--- config.mk ---
export PLATFORM = sky130hd
export DESIGN_NAME = afk_cell
export DESIGN_NICKNAME = d
export VERILOG_FILES = /design/src/sv/afk_pkg.sv /design/src/sv/afk_sin_rom.sv /design/src/sv/afk_cell.sv
export SDC_FILE = /design/constraint.sdc
export NUM_CORES = 2
export LEC_CHECK = 0
export BUFFER_PORTS_ARGS = -buffer_cell sky130_fd_sc_hd__clkbuf_2
export CELL_PAD_IN_SITES_DETAIL_PLACEMENT = 0
export CELL_PAD_IN_SITES_GLOBAL_PLACEMENT = 2
export CORE_MARGIN = 5
export CORE_UTILIZATION = 41
export DETAILED_ROUTE_END_ITERATION = 7
export GPL_TIMING_DRIVEN = 0
export PLACE_DENSITY = 0.87
export SLEW_MARGIN = 25
export SYNTH_ARGS = -nofsm -noshare
export SYNTH_HDL_FRONTEND = slang
export SYNTH_HIERARCHICAL = 1
export SYNTH_SLANG_ARGS = --single-unit
--- constraint.sdc ---
create_clock -name clock -period 9.2 [get_ports clock]
set_input_delay 1.84 -clock clock [delete_from_list [all_inputs] [get_ports clock]]
set_output_delay 1.84 -clock clock [all_outputs]
set_load 0.02 [all_outputs]
--- src/sv/afk_pkg.sv ---
// Shared constants, types and functions for the arm kinematics block.
`timescale 1ns / 1ps

package afk_pkg;

   // Default widths
   localparam int TRIG_BITS_DEF        = 16;
   localparam int LENGTH_FRAC_BITS_DEF = 8;
   localparam int GUARD_BITS           = 8;

   // Field widths
   localparam int ANG_W = 8;
   localparam int DEG_W = 9;   // reduced angle 0..359
   localparam int LEN_W = 16;
   localparam int POS_W = 19;
   localparam int NUM_LINKS = 3;

   localparam logic [63:0] PI_Q30 = 64'd3373259426;
   localparam int POS_MAX = 262143;
   localparam int POS_MIN = -262144;

   // Register indexes
   localparam logic [7:0] REG_UPPER_LINK  = 8'd0;
   localparam logic [7:0] REG_LOWER_LINK  = 8'd1;
   localparam logic [7:0] REG_GRIPPER     = 8'd2;
   localparam logic [7:0] REG_BASE_HEIGHT = 8'd3;

   // Reduced joint angles carried down the chain
   typedef struct packed {
      logic [NUM_LINKS-1:0][DEG_W-1:0] joint;
      logic [ANG_W-1:0]                base;
   } afk_ang_type;

   // Quadrant fold of a reduced angle
   typedef struct packed {
      logic       neg;
      logic [6:0] idx;
   } afk_fold_type;

   // Quarter-wave sine entry, Q30 Taylor series rounded to tb fraction bits
   function automatic logic [63:0] quarter_sin(int unsigned d, int unsigned tb);
      logic [63:0]        x;
      logic [63:0]        x2;
      logic [63:0]        t;
      logic signed [63:0] sum;
      int unsigned        k;
      x   = (64'(d) * PI_Q30 + 64'd90) / 64'd180;
      x2  = (x * x) >> 30;
      t   = x;
      sum = $signed(x);
      for (k = 1; k <= 12; k++) begin
         t = ((t * x2) >> 30) / 64'((2 * k) * (2 * k + 1));
         if ((k & 1) != 0) begin
            sum = sum - $signed(t);
         end else begin
            sum = sum + $signed(t);
         end
      end
      if (sum < 0) begin
         sum = 64'sd0;
      end
      if (sum > (64'sd1 <<< 30)) begin
         sum = 64'sd1 <<< 30;
      end
      return (64'(sum) + (64'd1 << (29 - tb))) >> (30 - tb);
   endfunction

   // Length in hundredths of a millimetre to length units, saturating
   function automatic logic [LEN_W-1:0] length_reset(int unsigned hundredths,
                                                      int unsigned lfb);
      logic [63:0] v;
      v = ((64'(hundredths) << lfb) + 64'd50) / 64'd100;
      return (v > 64'd65535) ? 16'hFFFF : v[LEN_W-1:0];
   endfunction

   // Fold a 0..359 angle onto the quarter wave
   function automatic afk_fold_type fold_angle(logic [DEG_W-1:0] r);
      afk_fold_type f;
      logic [DEG_W-1:0] m;
      if (r <= 9'd90) begin
         m = r;
         f.neg = 1'b0;
      end else if (r <= 9'd180) begin
         m = 9'd180 - r;
         f.neg = 1'b0;
      end else if (r <= 9'd270) begin
         m = r - 9'd180;
         f.neg = 1'b1;
      end else begin
         m = 9'd360 - r;
         f.neg = 1'b1;
      end
      f.idx = m[6:0];
      return f;
   endfunction

   // Cosine angle: r + 90 modulo 360
   function automatic logic [DEG_W-1:0] cos_angle(logic [DEG_W-1:0] r);
      logic [DEG_W:0] s;
      s = {1'b0, r} + 10'd90;
      if (s >= 10'd360) begin
         s = s - 10'd360;
      end
      return s[DEG_W-1:0];
   endfunction

endpackage

--- src/sv/afk_sin_rom.sv ---
// Quarter-wave sine table lookup for a reduced angle in whole degrees.
`timescale 1ns / 1ps

module afk_sin_rom #(
   parameter int TRIG_BITS = afk_pkg::TRIG_BITS_DEF
) (
   input  logic [afk_pkg::DEG_W-1:0]  angle,
   output logic signed [TRIG_BITS+1:0] sin_val
);

   logic [TRIG_BITS:0]    tab [0:90];
   afk_pkg::afk_fold_type fold;
   logic [TRIG_BITS+1:0]  mag;

   // Constant table built at elaboration
   for (genvar d = 0; d <= 90; d++) begin : g_tab
      assign tab[d] = (TRIG_BITS+1)'(afk_pkg::quarter_sin(d, TRIG_BITS));
   end

   // Fold by quadrant and apply sign
   always_comb begin
      fold    = afk_pkg::fold_angle(angle);
      mag     = {1'b0, tab[fold.idx]};
      sin_val = fold.neg ? -$signed(mag) : $signed(mag);
   end

endmodule

--- src/sv/afk_cell.sv ---
// One link cell: adds length*cos and length*sin of its joint angle to the running sums.
`timescale 1ns / 1ps

module afk_cell #(
   parameter int TRIG_BITS = afk_pkg::TRIG_BITS_DEF,
   parameter int IDX       = 0
) (
   input  logic                          clock,
   input  logic                          reset,
   input  logic                          en,
   input  logic                          in_valid,
   input  afk_pkg::afk_ang_type          in_ang,
   input  logic signed [TRIG_BITS+19:0]  in_racc,
   input  logic signed [TRIG_BITS+19:0]  in_zacc,
   input  logic [afk_pkg::LEN_W-1:0]     len,
   output logic                          out_valid,
   output afk_pkg::afk_ang_type          out_ang,
   output logic signed [TRIG_BITS+19:0]  out_racc,
   output logic signed [TRIG_BITS+19:0]  out_zacc
);

   localparam int ACC_W = TRIG_BITS + 20;
   localparam int SIN_W = TRIG_BITS + 2;

   logic [afk_pkg::DEG_W-1:0] ang_s;
   logic [afk_pkg::DEG_W-1:0] ang_c;
   logic signed [SIN_W-1:0]   sin_val;
   logic signed [SIN_W-1:0]   cos_val;

   logic                      v1_ff;
   afk_pkg::afk_ang_type      ang1_ff;
   logic signed [ACC_W-1:0]   racc1_ff;
   logic signed [ACC_W-1:0]   zacc1_ff;
   logic signed [SIN_W-1:0]   sin_ff;
   logic signed [SIN_W-1:0]   cos_ff;

   logic                      v2_ff;
   afk_pkg::afk_ang_type      ang2_ff;
   logic signed [ACC_W-1:0]   racc2_ff;
   logic signed [ACC_W-1:0]   zacc2_ff;
   logic signed [ACC_W-1:0]   racc2_in;
   logic signed [ACC_W-1:0]   zacc2_in;
   logic signed [ACC_W-1:0]   len_ext;

   assign ang_s = in_ang.joint[IDX];
   assign ang_c = afk_pkg::cos_angle(ang_s);

   afk_sin_rom #(.TRIG_BITS(TRIG_BITS)) u_sin (.angle(ang_s), .sin_val(sin_val));
   afk_sin_rom #(.TRIG_BITS(TRIG_BITS)) u_cos (.angle(ang_c), .sin_val(cos_val));

   // Stage 1: table lookup
   always_ff @(posedge clock) begin
      if (reset) begin
         v1_ff <= 1'b0;
      end else if (en) begin
         v1_ff <= in_valid;
      end
   end

   always_ff @(posedge clock) begin
      if (en) begin
         ang1_ff  <= in_ang;
         racc1_ff <= in_racc;
         zacc1_ff <= in_zacc;
         sin_ff   <= sin_val;
         cos_ff   <= cos_val;
      end
   end

   // Stage 2: multiply and accumulate
   always_comb begin
      len_ext  = ACC_W'($signed({1'b0, len}));
      racc2_in = racc1_ff + len_ext * ACC_W'(cos_ff);
      zacc2_in = zacc1_ff + len_ext * ACC_W'(sin_ff);
   end

   always_ff @(posedge clock) begin
      if (reset) begin
         v2_ff <= 1'b0;
      end else if (en) begin
         v2_ff <= v1_ff;
      end
   end

   always_ff @(posedge clock) begin
      if (en) begin
         ang2_ff  <= ang1_ff;
         racc2_ff <= racc2_in;
         zacc2_ff <= zacc2_in;
      end
   end

   assign out_valid = v2_ff;
   assign out_ang   = ang2_ff;
   assign out_racc  = racc2_ff;
   assign out_zacc  = zacc2_ff;

endmodule

==> results_dict.tcl <==
set metrics [dict create \
    drv_cap 0 \
    cpMostUsedCell "ha_1" \
    holdCritPathClass "reg -> reg" \
    fin_area_mm2 0.0437 \
    critPathKind "in -> reg" \
    ys_warn_count 6 \
    grt_max_degree 71 \
    synth_edf_count 250 \
    synth_commonest_cells "975 x inv_1, 688 x fa_1, 389 x nand2_1" \
    postRouteAntennaNets 0 \
    worstPathArrival_ps 9200 \
    critPathLaunchType "input pin" \
    yosys.cell_types.count 115 \
    ys.flop_type "edfxtp_1" \
    ys_top_cells_by_area "fa_1 35%, edfxtp_1 19%, inv_1 9.2%, ha_1 6.8%, and2_1 5.0%" \
    drt_iter0_drc 2266 \
    place_inst 5669 \
    synthCells 4164 \
    grt-ovfl-total 0 \
    postSynth.asyncResetShare_pct 0 \
    port_buffers 226 \
    worstMarginPinSlew_ps 1080 \
    routedWlPerCell_um 21.4 \
    syn_nets 5195 \
    gp_congestion 0.973 \
    yosysMostFrequentCell "inv_1" \
    synth.top_cell.area_share_pct 34.7 \
    coreArea_mm2 0.0964 \
    worstPathMaxFanout 14 \
    fin_nets 5460 \
    start_util_pct 41.2 \
    synth_top_cell_by_area "fa_1" \
    drv_slew 0 \
    vias 30584 \
    grt_pass1_vias 32318 \
    vias_per_cell 5.33 \
    hold_depth 0 \
    hold_ws_ps 416 \
    worst_ep_required_time_ps 9530 \
    clock_path_buffers 3 \
    fin_crit_ps 8870 \
    synth_area_per_cell_um2 9.53 \
    finalSetupViolCount 0 \
    slew_headroom_pct 27.4 \
    die_h_um 321 \
    dieArea_mm2 0.103 \
    die_w_um 321 \
    fmax_mhz 113 \
    dpl_cell_area_mm2 0.0425 \
    fillers 9626 \
    grt_pass1_wl_um 190000 \
    grt_util_all_layers_pct 23.9 \
    cts_max_level 2 \
    ys_ff_latch 252 \
    cp-end-kind "flip-flop" \
    seq_area_frac_synth_pct 19.0 \
    dp_hpwl_um 97900 \
    final_core_utilization_pct 45.3 \
    area_growth_pct 10.0 \
    route.detailed.drc 0 \
    cts_tree "done" \
    fin_crit_sh_pct 96.5 \
    worst_clock_skew_ps 33.0 \
    instances_no_fill 5733 \
    clk_pin_slew_ps 60 \
    syn-cell-area_mm2 0.0397 \
    clock_latency_ps 590 \
    root_buffer "clkbuf_16" \
    max_stage_delay_ps 640 \
    placementRows 114 \
    dr.pass1.iters 6 \
    ios 235 \
    hold_viol 0 \
    antenna_found_initial 4 \
    drt-total-wl_um 123000 \
    crit_slowest_cell "a2111oi_4" \
    cts_hold_buf 0 \
    drive_gt1_share_pct 9.16 \
    status "completed" \
    cts_made_buffers 35 \
    cts_sinks 252 \
    ff2ff_path_depth 20 \
]
-- metal layers --
| metal | vias up | track usage [%] | wire length [um] |
|---|---|---|---|
| met5 | - | 0 | 33 |
| met4 | 4 | 7.41 | 4290 |
| met3 | 249 | 3.59 | 8090 |
| met2 | 1069 | 41.4 | 60900 |
| met1 | 15538 | 31.0 | 49500 |
| li1 | 13724 | - | - |
-- layout make-up --
type | count | area (um2) | share of cell area [%]
clock buffer | 42 | 902 | 2.07
timing repair buffer | 229 | 1220 | 2.80
clock inverter | 20 | 163 | 0.373
inverter | 979 | 3680 | 8.43
tap | 1276 | 1600 | 3.66
antenna | 3 | 7.51 | 0.0172
buffer | 206 | 916 | 2.10
sequential | 252 | 7550 | 17.3
multi-input combinational | 2726 | 27600 | 63.3
-- through the flow --
| step | setup slack (ps) | setup TNS, ps |
|---|---|---|
| after floorplan | 1220 | 0 |
| after global placement | -1550 | -22840 |
| after detailed placement | -1410 | -19780 |
| after CTS | 94.4 | 0 |
| after global routing | -12.3 | -12.3 |
| final | 326 | 0 |
-- sequential cells by signal, summed over array words and instances (netlist names) --
signal	flops
zacc1_ff	36
out_racc	36
out_valid	1
out_zacc	36
ang1_ff	35
racc1_ff	36
sin_ff	18
cos_ff	18
v1_ff	1
out_ang	35
-- placed cells by master (no fill, tap or decap), drive strengths merged, types with 37 or more instances in the layout --
cell type  instances
clkbuf           408
ha               216
xor2              37
nand3             52
fa               688
xnor2             86
buf               69
a211oi            40
o211ai            41
a21oi            143
nand2            390
o21ai            111
nor2             104
inv              985
a21o              42
nor3              69
and2             321
edfxtp           250
-- critical path: cells and delay by family --
kind	cells	cell delay (ps)
adders and majority gates	3	830
and+or+nand+nor	7	1810
xor gates and xnor gates	2	330
muxes	2	690
buffers and inverters	5	1120
AOI/OAI and AO/OA	8	2550
-- logic make-up (layout without fill, tap and decap cells) --
group / Yosys count / after routing / share of synthesized area [%]
AO/OA/AOI/OAI: 636 / 636 / 11.3
XOR/XNOR: 124 / 124 / 2.82
adder cells (fa/ha/maj): 904 / 904 / 41.5
buffers and inverters: 1186 / 1476 / 11.6
flip-flops: 252 / 252 / 19.0
multiplexers: 15 / 15 / 0.397
other: 0 / 3 / 0
AND/OR/NAND/NOR: 1047 / 1047 / 13.4
-- repair_timing --
action / 4_1_cts / 5_1_grt
buffers inserted: 0 / 0
gates resized for setup: 2 / 12
setup endpoints to repair: 17 / 16
pin swaps: 0 / 0
-- worst paths after layout --
| path | endpoint | slack, ps | startpoint |
|---|---|---|---|
| setup / recovery | cos_ff[12] | 330 | in_ang[9] |
| setup reg to reg | out_racc[35] | 1860 | cos_ff[17] |
| hold / removal | out_ang[24] | 420 | ang1_ff[24] |
| hold reg to reg | out_ang[24] | 420 | ang1_ff[24] |
Power is not shown: default switching activity piles up to over one toggle a cycle in this logic, so the estimate is an artifact.
