**config.mk**
```make
export PLATFORM = sky130hd
export DESIGN_NAME = afk_post
export DESIGN_NICKNAME = d
export VERILOG_FILES = /design/src/sv/afk_pkg.sv /design/src/sv/afk_sin_rom.sv /design/src/sv/afk_post.sv
export SDC_FILE = /design/constraint.sdc
export NUM_CORES = 2
export LEC_CHECK = 0
export BUFFER_PORTS_ARGS = -buffer_cell sky130_fd_sc_hd__buf_4
export CORE_MARGIN = 10
export CORE_UTILIZATION = 50
export CTS_BUF_LIST = sky130_fd_sc_hd__clkbuf_8
export DETAILED_ROUTE_END_ITERATION = 7
export GPL_ROUTABILITY_DRIVEN = 0
export PLACE_DENSITY = 0.65
export SLEW_MARGIN = 5
export SYNTH_ARGS = -nofsm -noshare
export SYNTH_HDL_FRONTEND = slang
export SYNTH_SLANG_ARGS = --single-unit
```
**constraint.sdc**
```tcl
create_clock -name clock -period 15.2 [get_ports clock]
set_clock_uncertainty 0.2 [all_clocks]
set_input_delay 1.52 -clock clock [delete_from_list [all_inputs] [get_ports clock]]
set_output_delay 1.52 -clock clock [all_outputs]
set_load 0.05 [all_outputs]
```
**src/sv/afk_pkg.sv**
```systemverilog
// Shared constants, types and functions for the arm kinematics block.
`timescale 1ns / 1ps

package afk_pkg;

   // Default widths
   localparam int TRIG_BITS_DEF        = 16;
   localparam int LENGTH_FRAC_BITS_DEF = 8;
   localparam int GUARD_BITS           = 8;

   // Field widths
   localparam int ANG_W = 8;
   localparam int DEG_W = 9;   // reduced angle 0..359
   localparam int LEN_W = 16;
   localparam int POS_W = 19;
   localparam int NUM_LINKS = 3;

   localparam logic [63:0] PI_Q30 = 64'd3373259426;
   localparam int POS_MAX = 262143;
   localparam int POS_MIN = -262144;

   // Register indexes
   localparam logic [7:0] REG_UPPER_LINK  = 8'd0;
   localparam logic [7:0] REG_LOWER_LINK  = 8'd1;
   localparam logic [7:0] REG_GRIPPER     = 8'd2;
   localparam logic [7:0] REG_BASE_HEIGHT = 8'd3;

   // Reduced joint angles carried down the chain
   typedef struct packed {
      logic [NUM_LINKS-1:0][DEG_W-1:0] joint;
      logic [ANG_W-1:0]                base;
   } afk_ang_type;

   // Quadrant fold of a reduced angle
   typedef struct packed {
      logic       neg;
      logic [6:0] idx;
   } afk_fold_type;

   // Quarter-wave sine entry, Q30 Taylor series rounded to tb fraction bits
   function automatic logic [63:0] quarter_sin(int unsigned d, int unsigned tb);
      logic [63:0]        x;
      logic [63:0]        x2;
      logic [63:0]        t;
      logic signed [63:0] sum;
      int unsigned        k;
      x   = (64'(d) * PI_Q30 + 64'd90) / 64'd180;
      x2  = (x * x) >> 30;
      t   = x;
      sum = $signed(x);
      for (k = 1; k <= 12; k++) begin
         t = ((t * x2) >> 30) / 64'((2 * k) * (2 * k + 1));
         if ((k & 1) != 0) begin
            sum = sum - $signed(t);
         end else begin
            sum = sum + $signed(t);
         end
      end
      if (sum < 0) begin
         sum = 64'sd0;
      end
      if (sum > (64'sd1 <<< 30)) begin
         sum = 64'sd1 <<< 30;
      end
      return (64'(sum) + (64'd1 << (29 - tb))) >> (30 - tb);
   endfunction

   // Length in hundredths of a millimetre to length units, saturating
   function automatic logic [LEN_W-1:0] length_reset(int unsigned hundredths,
                                                      int unsigned lfb);
      logic [63:0] v;
      v = ((64'(hundredths) << lfb) + 64'd50) / 64'd100;
      return (v > 64'd65535) ? 16'hFFFF : v[LEN_W-1:0];
   endfunction

   // Fold a 0..359 angle onto the quarter wave
   function automatic afk_fold_type fold_angle(logic [DEG_W-1:0] r);
      afk_fold_type f;
      logic [DEG_W-1:0] m;
      if (r <= 9'd90) begin
         m = r;
         f.neg = 1'b0;
      end else if (r <= 9'd180) begin
         m = 9'd180 - r;
         f.neg = 1'b0;
      end else if (r <= 9'd270) begin
         m = r - 9'd180;
         f.neg = 1'b1;
      end else begin
         m = 9'd360 - r;
         f.neg = 1'b1;
      end
      f.idx = m[6:0];
      return f;
   endfunction

   // Cosine angle: r + 90 modulo 360
   function automatic logic [DEG_W-1:0] cos_angle(logic [DEG_W-1:0] r);
      logic [DEG_W:0] s;
      s = {1'b0, r} + 10'd90;
      if (s >= 10'd360) begin
         s = s - 10'd360;
      end
      return s[DEG_W-1:0];
   endfunction

endpackage

```
**src/sv/afk_sin_rom.sv**
```systemverilog
// Quarter-wave sine table lookup for a reduced angle in whole degrees.
`timescale 1ns / 1ps

module afk_sin_rom #(
   parameter int TRIG_BITS = afk_pkg::TRIG_BITS_DEF
) (
   input  logic [afk_pkg::DEG_W-1:0]  angle,
   output logic signed [TRIG_BITS+1:0] sin_val
);

   logic [TRIG_BITS:0]    tab [0:90];
   afk_pkg::afk_fold_type fold;
   logic [TRIG_BITS+1:0]  mag;

   // Constant table built at elaboration
   for (genvar d = 0; d <= 90; d++) begin : g_tab
      assign tab[d] = (TRIG_BITS+1)'(afk_pkg::quarter_sin(d, TRIG_BITS));
   end

   // Fold by quadrant and apply sign
   always_comb begin
      fold    = afk_pkg::fold_angle(angle);
      mag     = {1'b0, tab[fold.idx]};
      sin_val = fold.neg ? -$signed(mag) : $signed(mag);
   end

endmodule

```
**src/sv/afk_post.sv**
```systemverilog
// Output stage: rounds the reach, rotates by the base angle, rounds and saturates x, y, z.
`timescale 1ns / 1ps

module afk_post #(
   parameter int TRIG_BITS = afk_pkg::TRIG_BITS_DEF
) (
   input  logic                               clock,
   input  logic                               reset,
   input  logic                               en,
   input  logic                               in_valid,
   input  logic [afk_pkg::ANG_W-1:0]          in_base,
   input  logic signed [TRIG_BITS+19:0]       in_racc,
   input  logic signed [TRIG_BITS+19:0]       in_zacc,
   output logic                               out_valid,
   output logic signed [afk_pkg::POS_W-1:0]   out_x,
   output logic signed [afk_pkg::POS_W-1:0]   out_y,
   output logic signed [afk_pkg::POS_W-1:0]   out_z
);

   localparam int ACC_W = TRIG_BITS + 20;
   localparam int SIN_W = TRIG_BITS + 2;
   localparam int RCH_W = 27;
   localparam int RS_SH = TRIG_BITS - afk_pkg::GUARD_BITS;
   localparam int XP_W  = TRIG_BITS + 30;
   localparam int XS_W  = XP_W + 1;
   localparam int XS_SH = TRIG_BITS + afk_pkg::GUARD_BITS;
   localparam int ZS_W  = ACC_W + 1;

   localparam logic signed [ZS_W-1:0] R_HALF = ZS_W'(1) <<< (RS_SH - 1);
   localparam logic signed [ZS_W-1:0] Z_HALF = ZS_W'(1) <<< (TRIG_BITS - 1);
   localparam logic signed [ZS_W-1:0] Z_ONE  = ZS_W'(1);
   localparam logic signed [ZS_W-1:0] Z_MAX  = ZS_W'(afk_pkg::POS_MAX);
   localparam logic signed [ZS_W-1:0] Z_MIN  = ZS_W'(afk_pkg::POS_MIN);
   localparam logic signed [XS_W-1:0] X_HALF = XS_W'(1) <<< (XS_SH - 1);
   localparam logic signed [XS_W-1:0] X_ONE  = XS_W'(1);
   localparam logic signed [XS_W-1:0] X_MAX  = XS_W'(afk_pkg::POS_MAX);
   localparam logic signed [XS_W-1:0] X_MIN  = XS_W'(afk_pkg::POS_MIN);

   logic [afk_pkg::DEG_W-1:0] base_s;
   logic [afk_pkg::DEG_W-1:0] base_c;
   logic signed [SIN_W-1:0]   bsin;
   logic signed [SIN_W-1:0]   bcos;

   logic signed [ZS_W-1:0]    rs_sum;
   logic signed [ZS_W-1:0]    zs_sum;
   logic signed [ZS_W-1:0]    zs_sat;
   logic signed [RCH_W-1:0]   reach_in;
   logic signed [afk_pkg::POS_W-1:0] z1_in;

   logic                      v1_ff;
   logic signed [RCH_W-1:0]   reach_ff;
   logic signed [SIN_W-1:0]   bsin_ff;
   logic signed [SIN_W-1:0]   bcos_ff;
   logic signed [afk_pkg::POS_W-1:0] z1_ff;

   logic                      v2_ff;
   logic signed [XP_W-1:0]    xprod_ff;
   logic signed [XP_W-1:0]    yprod_ff;
   logic signed [afk_pkg::POS_W-1:0] z2_ff;

   logic signed [XS_W-1:0]    xs_sum;
   logic signed [XS_W-1:0]    ys_sum;
   logic signed [XS_W-1:0]    xs_val;
   logic signed [XS_W-1:0]    ys_val;
   logic signed [afk_pkg::POS_W-1:0] x3_in;
   logic signed [afk_pkg::POS_W-1:0] y3_in;

   logic                      v3_ff;
   logic signed [afk_pkg::POS_W-1:0] x3_ff;
   logic signed [afk_pkg::POS_W-1:0] y3_ff;
   logic signed [afk_pkg::POS_W-1:0] z3_ff;

   assign base_s = {1'b0, in_base};
   assign base_c = afk_pkg::cos_angle(base_s);

   afk_sin_rom #(.TRIG_BITS(TRIG_BITS)) u_bsin (.angle(base_s), .sin_val(bsin));
   afk_sin_rom #(.TRIG_BITS(TRIG_BITS)) u_bcos (.angle(base_c), .sin_val(bcos));

   // Stage 1: round reach to guard bits, round and clamp z
   always_comb begin
      rs_sum = ZS_W'(in_racc) + R_HALF;
      if (in_racc < 0) begin
         rs_sum = rs_sum - Z_ONE;
      end
      rs_sum   = rs_sum >>> RS_SH;
      reach_in = RCH_W'(rs_sum);

      zs_sum = ZS_W'(in_zacc) + Z_HALF;
      if (in_zacc < 0) begin
         zs_sum = zs_sum - Z_ONE;
      end
      zs_sum = zs_sum >>> TRIG_BITS;
      if (zs_sum > Z_MAX) begin
         zs_sat = Z_MAX;
      end else if (zs_sum < Z_MIN) begin
         zs_sat = Z_MIN;
      end else begin
         zs_sat = zs_sum;
      end
      z1_in = afk_pkg::POS_W'(zs_sat);
   end

   always_ff @(posedge clock) begin
      if (reset) begin
         v1_ff <= 1'b0;
      end else if (en) begin
         v1_ff <= in_valid;
      end
   end

   always_ff @(posedge clock) begin
      if (en) begin
         reach_ff <= reach_in;
         bsin_ff  <= bsin;
         bcos_ff  <= bcos;
         z1_ff    <= z1_in;
      end
   end

   // Stage 2: base rotation products
   always_ff @(posedge clock) begin
      if (reset) begin
         v2_ff <= 1'b0;
      end else if (en) begin
         v2_ff <= v1_ff;
      end
   end

   always_ff @(posedge clock) begin
      if (en) begin
         xprod_ff <= XP_W'(reach_ff) * XP_W'(bcos_ff);
         yprod_ff <= XP_W'(reach_ff) * XP_W'(bsin_ff);
         z2_ff    <= z1_ff;
      end
   end

   // Stage 3: round, negate x, saturate
   always_comb begin
      xs_sum = XS_W'(xprod_ff) + X_HALF;
      if (xprod_ff < 0) begin
         xs_sum = xs_sum - X_ONE;
      end
      xs_val = -(xs_sum >>> XS_SH);

      ys_sum = XS_W'(yprod_ff) + X_HALF;
      if (yprod_ff < 0) begin
         ys_sum = ys_sum - X_ONE;
      end
      ys_val = ys_sum >>> XS_SH;

      if (xs_val > X_MAX) begin
         x3_in = afk_pkg::POS_W'(X_MAX);
      end else if (xs_val < X_MIN) begin
         x3_in = afk_pkg::POS_W'(X_MIN);
      end else begin
         x3_in = afk_pkg::POS_W'(xs_val);
      end

      if (ys_val > X_MAX) begin
         y3_in = afk_pkg::POS_W'(X_MAX);
      end else if (ys_val < X_MIN) begin
         y3_in = afk_pkg::POS_W'(X_MIN);
      end else begin
         y3_in = afk_pkg::POS_W'(ys_val);
      end
   end

   always_ff @(posedge clock) begin
      if (reset) begin
         v3_ff <= 1'b0;
      end else if (en) begin
         v3_ff <= v2_ff;
      end
   end

   always_ff @(posedge clock) begin
      if (en) begin
         x3_ff <= x3_in;
         y3_ff <= y3_in;
         z3_ff <= z2_ff;
      end
   end

   assign out_valid = v3_ff;
   assign out_x     = x3_ff;
   assign out_y     = y3_ff;
   assign out_z     = z3_ff;

endmodule

```
==> results.md <==
- The later pin in the worst-skew pair is clocked with a latency of between 0.7 and 0.8 ns.
- The count of instances resized after the clock tree is built is 0.
- After synthesis, the share of flip-flops with an asynchronous set or reset is 0%.
- Once detail routing completed, the nets flagged for antenna violations numbered 0.
- The largest total area in the synthesized netlist belongs to sky130_fd_sc_hd__fa_1.
- The TritonCTS sink count is approximately 250.
- The final number of hold-violating endpoints was 0.
- The number of antenna violations at the first check in global routing was 2.
- The Yosys step of the flow raised 0 warnings.
- The worst hold path class is reg2reg.
- The number of buffers inserted during clock tree synthesis is 48.
- In this run the horizontal extent of the chip is 343 µm.
- The number of buffers added to fix hold violations after cts is 0.
- The final cycle utilization of the critical path is 55.1%.
- The start-to-end type of the worst setup path is reg2reg.
- The largest net degree at the start of global routing is around 150.
- The synthesized area per cell is 8.96 µm².
- The global-route wire length before repair is 219000 µm.
- The final-report setup violation count is 0.
- For this run, the total global-route usage over all layers was measured as 22.6%.
- The die height is between 300 and 400 µm.
- The post-route netlist has 6.44% of its cells at a drive strength greater than 1.
- The critical path starts at bsin_ff[3]$_DFFE_PP_.
- On the worst path, the slowest cell contributes a delay of slightly above 0.9 ns.
- The detailed-router iteration count before antenna repair is 6.
- After technology mapping, the gate count stands at just under 6000.
- The net count after synthesis is about 7100.
- The share of Yosys cell area claimed by the top area cell type is 36.3%.
- The die covers about 120000 µm².
- In this run the core area contains 118 standard-cell rows.
- The total number of H-tree levels is 2.
- STA classifies the critical path endpoint as a register.
- In the layout the commonest cells are sky130_fd_sc_hd__inv_1, sky130_fd_sc_hd__fa_1, sky130_fd_sc_hd__nand2_1.
- The core region is between 100000 and 150000 µm².
- The most common library cell in the layout ignoring fill and taps is sky130_fd_sc_hd__inv_1.
- The DRC violation count after routing is 0.
- By area the synthesized netlist is led by sky130_fd_sc_hd__fa_1, sky130_fd_sc_hd__edfxtp_1, sky130_fd_sc_hd__inv_1, sky130_fd_sc_hd__ha_1, sky130_fd_sc_hd__nand2_1.
- The routed design has approximately 130000 µm of wire.
- The mean routed wirelength per cell is about 18 µm.
- The number of vias per cell after detailed routing is around 5.6.
- Among the stages of the critical path, the cell type that occurs most often is sky130_fd_sc_hd__fa_1.
- The fraction of the yosys area taken by sequential cells is between 10 and 15%.
- Buffers placed on the I/O ports in this run total 141.
- The via count of the first global-routing pass came to around 42000.
- Setup repair after global routing left no endpoint under its margin.
- The number of enable flip-flop cells after synthesis is around 250.
- The pin slew with the least headroom to its limit is roughly 1.4 ns.
- Data on the critical path is required at its endpoint by around 15 ns.
- The initial utilization of the core area, before any placement, comes to between 50% and 60%.
- The dominant register cell in the synthesized netlist is sky130_fd_sc_hd__edfxtp_1.
- The post-synthesis cell area is approximately 52000 µm².
- The tool flagged a number of max-cap violations equal to 0.
- In this run, synthesis produced a sequential element count of around 250.
- Buffers added to address setup during post-CTS repair amount to 0.
- Summed over all nets, the half-perimeter wirelength after detailed placement is about 100000 µm.
- The category of the worst setup path launch point is a register.
- The maximum buffer depth of the clock tree is 3.
- Of all nets on the critical path, the largest fanout is 27.
- The final net count is 7025.
- The run finished with clean final reports.
- After clock tree synthesis, the clock-pin slew on the worst setup and hold paths is about 0.060 ns.
- The max-slew violation total from the final report is 0.
- For this run the aggregate overflow at the end of global routing stands at 0.
- The cell with the biggest individual delay on the critical path is sky130_fd_sc_hd__edfxtp_1.
- The time the worst path needs with I/O delays and setup is ~8.4 ns.
- For the worst setup path, the data arrival time is 8.60 ns.
- The remaining max-slew budget at the tightest pin is under 10%.
- In this run the clock root is driven by a sky130_fd_sc_hd__clkbuf_8.
- After synthesis, the netlist uses approximately 120 different library cells.
- Pin placement for this block handled 142 I/O pins.
- Compared with the post-synthesis result, the final layout area differs by 5.70%.
- The setup TNS is 0 ns.
- The startpoint identified for the worst register-to-register timing path is bsin_ff[3]$_DFFE_PP_.
- The number of design-rule violations left by the first detailed-router iteration is between 3000 and 4000.
- For this run, the top clock speed supported by timing is between 100 and 150 MHz.
- The CTS tree is built.
- The critical hold path startpoint is z2_ff[1]$_DFFE_PP_.
- The routed layout has about 40000 vias.
==> cells by family after synthesis <==
group / synth area share (%)
compound gates: 10.1
fa+ha+maj: 42.5
xor+xnor: 5.05
flops: 14.4
mux: 0.659
buf+inv: 9.97
simple gates: 17.4
==> worst max-delay path: cells and delay by family, from the launching register on <==
family	cells	cell delay, ns
fa+ha+maj	7	3.45
compound gates	10	2.69
xor+xnor	1	0.11
buf+inv	3	0.18
flops	1	0.91
simple gates	4	0.56
==> routing by layer <==
layer	part of all wire, %	wire (µm)	GRT usage (%)
met5	0	0	0
met4	2.3	3030	6.04
met3	9.0	11700	5.11
met2	46	59700	36.0
met1	43	55900	31.1
==> registers in the layout, summed over array words and instances, names as in the netlist <==
register,cells
z2_ff,19
z1_ff,19
reach_ff,27
bsin_ff,18
v2_ff,1
yprod_ff,45
out_y,19
bcos_ff,18
out_z,19
out_x,19
xprod_ff,45
v1_ff,1
out_valid,1
==> per-stage QoR <==
stage | util, % | cells | hold slack (ns) | area (µm²) | setup slack (ns)
CTS | 53.2 | 7154 | 0.218 | 55100 | 6.76
global route | 53.2 | 7157 | 0.225 | 55200 | 6.29
floorplan | - | 5824 | 0.200 | 52200 | 7.86
detailed placement | 52.2 | 7066 | 0.205 | 54100 | 6.66
global placement | 52.2 | 7066 | 0.201 | 54100 | 6.87
finish | 53.2 | 7158 | 0.218 | 55200 | 6.83
==> synth_stat cells, types with 10 or more instances <==
master                     number
sky130_fd_sc_hd__a211oi_1      35
sky130_fd_sc_hd__a21o_1        37
sky130_fd_sc_hd__a21oi_1      163
sky130_fd_sc_hd__a221oi_1      10
sky130_fd_sc_hd__a31oi_1       37
sky130_fd_sc_hd__and2_1       321
sky130_fd_sc_hd__and3_1        34
sky130_fd_sc_hd__and4_1        11
sky130_fd_sc_hd__buf_1         17
sky130_fd_sc_hd__buf_2         40
sky130_fd_sc_hd__clkbuf_1     274
sky130_fd_sc_hd__edfxtp_1     248
sky130_fd_sc_hd__fa_1         946
sky130_fd_sc_hd__ha_1         258
sky130_fd_sc_hd__inv_1       1000
sky130_fd_sc_hd__mux2i_1       22
sky130_fd_sc_hd__nand2_1      851
sky130_fd_sc_hd__nand2b_1      47
sky130_fd_sc_hd__nand3_1      116
sky130_fd_sc_hd__nand4_1       37
sky130_fd_sc_hd__nor2_1       275
sky130_fd_sc_hd__nor2b_1       13
sky130_fd_sc_hd__nor3_1        90
sky130_fd_sc_hd__nor4_1        29
sky130_fd_sc_hd__o211ai_1      28
sky130_fd_sc_hd__o21a_1        26
sky130_fd_sc_hd__o21ai_0      199
sky130_fd_sc_hd__o21bai_1      13
sky130_fd_sc_hd__o221ai_1      15
sky130_fd_sc_hd__o22ai_1       20
sky130_fd_sc_hd__o31ai_1       18
sky130_fd_sc_hd__or2_2         11
sky130_fd_sc_hd__or3_1         12
sky130_fd_sc_hd__xnor2_1      203
sky130_fd_sc_hd__xor2_1        94
==> cell type report <==
type | instances | area [µm²]
Antenna cell | 3 | 7.51
Timing Repair Buffer | 207 | 1590
Sequential cell | 251 | 7510
Clock buffer | 48 | 661
Tap cell | 1380 | 1730
Fill cell | 9506 | 48500
Multi-Input combinational cell | 4220 | 39500
Inverter | 1009 | 3790
Clock inverter | 40 | 340
==> path summary, 6_finish.rpt <==
path	endpoint	slack [ns]	cells past startpoint
worst max-delay path	yprod_ff[44]$_DFFE_PP_	6.83	25
worst min register to register	out_z[1]$_DFFE_PP_	0.22	0
worst min-delay path	out_z[1]$_DFFE_PP_	0.22	0
worst max register to register	yprod_ff[44]$_DFFE_PP_	6.83	25
Power is left out: the tool's default activity adds up to more than one toggle a clock period on the data nets, which glitch-free logic cannot reach.
